`config.mk`:
```
export PLATFORM = sky130hd
export DESIGN_NAME = mcmono_merge
export DESIGN_NICKNAME = d
export VERILOG_FILES = /design/src/design/mcmono_pkg.sv /design/src/design/mcmono_merge.sv
export SDC_FILE = /design/constraint.sdc
export NUM_CORES = 1
export LEC_CHECK = 0
export BUFFER_PORTS_ARGS = -buffer_cell sky130_fd_sc_hd__buf_2
export CAP_MARGIN = 20
export CORE_MARGIN = 3
export CORE_UTILIZATION = 62
export DETAILED_ROUTE_END_ITERATION = 10
export PLACE_DENSITY = 0.95
export REMOVE_ABC_BUFFERS = 1
export SETUP_SLACK_MARGIN = 0.2
export SYNTH_ARGS = -nofsm -noshare
export SYNTH_HDL_FRONTEND = slang
export SYNTH_SLANG_ARGS = --single-unit
```
`constraint.sdc`:
```
create_clock -name clk -period 7.54 [get_ports clk]
set_input_delay 0.754 -clock clk [delete_from_list [all_inputs] [get_ports clk]]
set_output_delay 0.754 -clock clk [all_outputs]
set_load 0.01 [all_outputs]
```
`src/design/mcmono_pkg.sv`:
```
// ----------------------------------------------------------------------------
// mcmono_pkg
// Shared widths, format codes, register indexes and control types for the
// multichannel to mono downmix.
// ----------------------------------------------------------------------------
package mcmono_pkg;

  localparam int MAX_CH_DEF = 8;   // default number of decode lanes
  localparam int NUM_SLOTS  = 8;   // channel words carried by one frame
  localparam int NUM_PAIRS  = NUM_SLOTS / 2;

  localparam int FMT_W      = 3;
  localparam int CNT_W      = 4;
  localparam int CFG_IDX_W  = 2;
  localparam int CFG_DATA_W = 4;

  localparam int LANE_W     = 32;  // Q5.26 float value or sign-extended PCM16
  localparam int PAIR_W     = LANE_W + 1;
  localparam int SUM_W      = LANE_W + 3;
  localparam int MAG_W      = 29;  // magnitude that reaches the divider
  localparam int Q_FRAC     = 26;
  localparam int RECIP_W    = 32;
  localparam int OUT_W      = 16;

  localparam logic [FMT_W-1:0] FMT_FLOAT = 3'd0;
  localparam logic [FMT_W-1:0] FMT_PCM16 = 3'd1;
  localparam logic [FMT_W-1:0] FMT_PCM24 = 3'd2;
  localparam logic [FMT_W-1:0] FMT_PCM32 = 3'd3;

  localparam logic [CFG_IDX_W-1:0] REG_FORMAT = 2'd0;
  localparam logic [CFG_IDX_W-1:0] REG_COUNT  = 2'd1;

  localparam logic [FMT_W-1:0] FORMAT_RST = FMT_PCM16;
  localparam logic [CNT_W-1:0] COUNT_RST  = 4'd1;

  localparam logic [14:0]      PCM_SCALE  = 15'd32767;
  localparam logic [MAG_W-1:0] Q_ONE      = MAG_W'(1) << Q_FRAC;

  typedef struct packed {
    logic             active;
    logic [FMT_W-1:0] fmt;
  } mcmono_lane_ctrl_t;

  typedef struct packed {
    logic             float_mode;
    logic [CNT_W-1:0] div_n;
  } mcmono_div_ctrl_t;

  // floor(2^32 / n); a count of one bypasses the multiplier.
  function automatic logic [RECIP_W-1:0] recip(input logic [CNT_W-1:0] n);
    logic [RECIP_W-1:0] r;
    unique case (n)
      4'd2:    r = 32'h8000_0000;
      4'd3:    r = 32'h5555_5555;
      4'd4:    r = 32'h4000_0000;
      4'd5:    r = 32'h3333_3333;
      4'd6:    r = 32'h2AAA_AAAA;
      4'd7:    r = 32'h2492_4924;
      4'd8:    r = 32'h2000_0000;
      default: r = '0;
    endcase
    return r;
  endfunction

endpackage

```
`src/design/mcmono_merge.sv`:
```
// ----------------------------------------------------------------------------
// mcmono_merge
// Two-level registered adder tree that sums the lane values of one frame.
// ----------------------------------------------------------------------------
module mcmono_merge
  import mcmono_pkg::*;
(
  input  logic                     clk,
  input  logic [1:0]               load,
  input  logic signed [LANE_W-1:0] lane_val [NUM_SLOTS],
  output logic signed [SUM_W-1:0]  sum
);

  logic signed [PAIR_W-1:0] pair [NUM_PAIRS];
  logic signed [SUM_W-1:0]  sum_next;

  always_ff @(posedge clk) begin
    if (load[0]) begin
      for (int i = 0; i < NUM_PAIRS; i++) begin
        pair[i] <= PAIR_W'(lane_val[2*i]) + PAIR_W'(lane_val[2*i+1]);
      end
    end
  end

  always_comb begin
    sum_next = '0;
    for (int i = 0; i < NUM_PAIRS; i++) begin
      sum_next = sum_next + SUM_W'(pair[i]);
    end
  end

  always_ff @(posedge clk) begin
    if (load[1]) begin
      sum <= sum_next;
    end
  end

endmodule

```
; ---- After elaboration in Yosys (flattened, before gate mapping)
; Memories as Yosys holds them, arrays and structs flattened.
; Cells that the tools add are included.
[classes]
n_eq_ne = 0
n_mux = 2
bitwise = 0
add_sub_neg = 7
n_reduce_logical = 0
magnitude_cmp = 0
n_mul = 0
n_div = 0
shift = 0
[ops]
columns = op, count
row1 = $add A32 B32 Y33, 4
row2 = $add A34 B33 Y35, 1
row3 = $add A35 B33 Y35, 1
row4 = $add A33 B33 Y34, 1
row5 = $mux W1, 2
[word_totals]
latchBits = 0
output_inout_bits = 35
n_memories = 1
reg_bits = 35
romBits = 0
elab_cells = 11
ram_bits = 132
inputBits = 259
[mem_list]
columns = name, words, word_bits, rd, rd_ports_with_merged_regs, wr, line
row1 = pair, 4, 33, 4, 0, 4, mcmono_merge.sv:14  ; logic signed [PAIR_W-1:0] pair [NUM_PAIRS];

; ---- Longest topological paths before layout
[depth]
word_depth = 3
mapped_depth = 15

; ---- Least setup slack after synthesis
; Ideal clock, no wire load.
[synth_path]
kind = register to register
from = memory pair[3][1] (netlist name)
to = register sum[33] (data pin)
synth_period_minus_slack_ns = 3.548
t_arrival_ns = 3.274
path_buffers = 0
t_required_ns = 7.267
path_stages_with_launch = 16
setup_slack_ns = 3.992
cell_sequence = edfxtp_1 inv_1 fa_1 fa_1 inv_1 ha_1 inv_1 fa_1 nor2b_1 o31a_1 o41a_1 nor3b_1 o21ai_1 nand2_1 a2111oi_0 a211oi_1
[synth_rtl]
columns = element, line
row1 = from (decl), mcmono_merge.sv:14
row2 = to (signal assigned), mcmono_merge.sv:34  ; sum <= sum_next;
row3 = to (decl), mcmono_merge.sv:11  ; output logic signed [SUM_W-1:0] sum

==> metrics <==
outcome completed; WHS Path Cells 1; clock buffer depth 2; hold_ws 0.594 ns; sequential power share 25.2%; Distinct cells, synth 74; critical-path cell list inv_1, fa_1, fa_1, inv_1, ha_1, a211oi_1, nor2_1, a31oi_1, a21oi_2, a41oi_1, o211ai_1, a311oi_1, xnor2_1; Fin. Hold Viols 0; clk_lat worst skew 0.44 ns; Setup violations, final 0; Worst Setup Slack, final 3.54 ns; final net count 2411; setup bufs post-CTS 0; routed via count 14057; switching part of the total power 44.6%; post-DR vias/cell 6.23; Crit path max-delay family compound AO/OA/AOI/OAI gates; dominant cells by area after synthesis edfxtp_1 32%, ha_1 13%, fa_1 9.1%, inv_1 5.6%, xnor2_1 4.6%; quantity of I/O buffers inserted on ports 293; Reg-to-Reg End sum[32]; TritonRoute pass-1 iters 6; initial DRC count 1571; Worst-Margin Slew 0.926 ns; post-route ant nets 0; yosys warns 0; cts hold-fix bufs 0; Startpoint Class flip-flop; fraction of registers with async set/reset 0%; Final min period 4.00 ns; first-pass GRT wire length 71.4 mm; routability cong. 0.977; Num CTS Buffers 17; Root Driver clkbuf_16; vias in the first global route 13759; GRT Util Overall 33.7%; ys flop type edfxtp_1; count leader, synth inv_1; initial antenna violation count 1; peak supply drop 0.223 mV; Initial Util 63.7%; most area-hungry cell type in the Yosys netlist edfxtp_1; total negative slack 0 ns; Clk pwr share 13.4%; Min-Delay Path Class reg2reg; drt total wl 46.0 mm; largest net degree at the start of global routing 70; IO Count 294; Clock transition at path regs 0.07 ns; Worst EP required 7.73 ns; Min-Delay Endpoint sum[0]; clk sinks 167; Min-Delay Startpoint pair[1][0]; mean area per synthesized cell 9.52 sq um; die area 27200 sq um; critical path's slowest cell fa_1; R2R depth 13; # rows 57; Die X 165 microns; sequential cell area fraction in the yosys report 32.0%; crit path DAT 4.19 ns; Final Cycle Share 53.1%; top cells by count, synth 232 x inv_1, 167 x edfxtp_1, 162 x ha_1; post-synth top area share 32.0%; Worst R2R Start pair[0][2]; number of flops mapped to enable cells by yosys 167; Wirelength per Cell 20.4 microns; Layout area overhead 14.3%; R2R Setup Slk 3.54 ns; worst-path maximum fanout 4; DRC errors left 0; Pins Over Slew Limit 0; Logic pwr share 61.4%; RSZ-0062 raised after global routing false; count of state elements after synthesis 167; overall power 6050 uW; Mapped Cells 1646; layout cells sized above 1 17.8%; total gr overflow 0; worst rel slew slack 38.3%; post-CTS sizing 0; skew final 0.00917 ns; PwrDens 338 nW/um^2; core area 24600 sq um; CP bufs+invs 2; DIE HEIGHT 165 microns; pre-CTS setup slack 3.59 ns; antenna cells 0; crit end category flip-flop; fmax 0.250 GHz; NetSw 2700 uW; leakage 0.00851 uW; post-DP HPWL 37.0 mm; clock tree from TritonCTS yes; H-tree depth 4; maxcap violations 0; critical path class reg2reg; critical path's largest stage delay 0.54 ns; area of the mapped netlist 15700 sq um; Internal 3350 uW
-- cell type report --
type	instances	area, sq um
timing repair buffer	294	1480
clock buffer	19	433
fill	1695	6690
multi-input combinational	1207	9620
clock inverter	13	98.8
sequential	167	5010
tap	324	405
inverter	232	871
-- cell families (layout without fill, tap and decap cells) --
group | Yosys count | count (layout) | share of synthesized area [%]
fa+ha+maj | 233 | 233 | 22.0
mux | 4 | 4 | 0.271
compound gates | 487 | 487 | 20.7
simple gates | 352 | 352 | 11.1
buf+inv | 272 | 558 | 6.62
flops | 167 | 167 | 32.0
xor+xnor | 131 | 131 | 7.32
-- per-layer routing --
metal	global-route usage (%)	vias to the layer above	routed length, microns
met2	55.9	956	22000
met4	11.6	2	1470
li1	-	6433	-
met1	44.9	6532	17800
met5	0	-	13
met3	5.69	134	4660
-- cells in the final DEF (no fill, tap or decap), types with 7 or more instances in the layout --
| cell type | synthesis | layout |
|---|---|---|
| or3_1 | 8 | 8 |
| nor2b_1 | 21 | 21 |
| o21a_1 | 19 | 19 |
| o21bai_1 | 24 | 24 |
| xor2_1 | 48 | 48 |
| xnor2_1 | 83 | 83 |
| nand2b_1 | 25 | 25 |
| a211oi_1 | 22 | 22 |
| nor3_1 | 26 | 26 |
| a31oi_1 | 24 | 24 |
| edfxtp_1 | 167 | 167 |
| o211ai_1 | 12 | 12 |
| nor2_1 | 83 | 83 |
| a21o_1 | 86 | 86 |
| a21oi_1 | 143 | 143 |
| o31ai_1 | 9 | 9 |
| inv_1 | 232 | 232 |
| nand4_1 | 23 | 23 |
| clkbuf_16 | 0 | 17 |
| fa_1 | 71 | 71 |
| and2_1 | 15 | 15 |
| nand3_1 | 36 | 36 |
| buf_2 | 1 | 292 |
| and3_1 | 15 | 15 |
| ha_1 | 162 | 162 |
| a41oi_1 | 7 | 7 |
| nand2_1 | 86 | 86 |
| o21ai_0 | 66 | 66 |
-- power groups by stage --
stage	registers (uW)	clock network (uW)	logic [uW]
finish	1530	809	3720
global route	1540	845	4030
CTS	1530	805	3590
detailed placement	1540	0	3480
global placement	1540	0	3320
floorplan	1570	0	2500
-- worst max-delay path by stage --
stage                          start      end  slack (ns)  cells past startpoint
final                     pair[0][2]  sum[32]        3.54                     13
after detailed placement  pair[3][1]  sum[33]        3.59                     15
after global placement    pair[3][1]  sum[33]        3.72                     15
after CTS                 pair[3][1]  sum[33]        3.57                     15
after floorplan           pair[3][1]  sum[33]        3.99                     15
after global routing      pair[3][2]  sum[32]        3.28                     13
-- sequential cells by signal (all words and copies together), names as in the netlist --
register and count:
pair 132, sum 35
-- through the flow --
step | std cells | utilization (%) | area [sq um]
2_1_floorplan | 1606 | - | 15500
3_3_place_gp | 2224 | 70.7 | 17400
3_5_place_dp | 2224 | 70.7 | 17400
4_1_cts | 2256 | 72.8 | 17900
5_1_grt | 2256 | 72.8 | 17900
6_report | 2256 | 72.8 | 17900
Note: power is estimated with default switching activity, not from simulation.
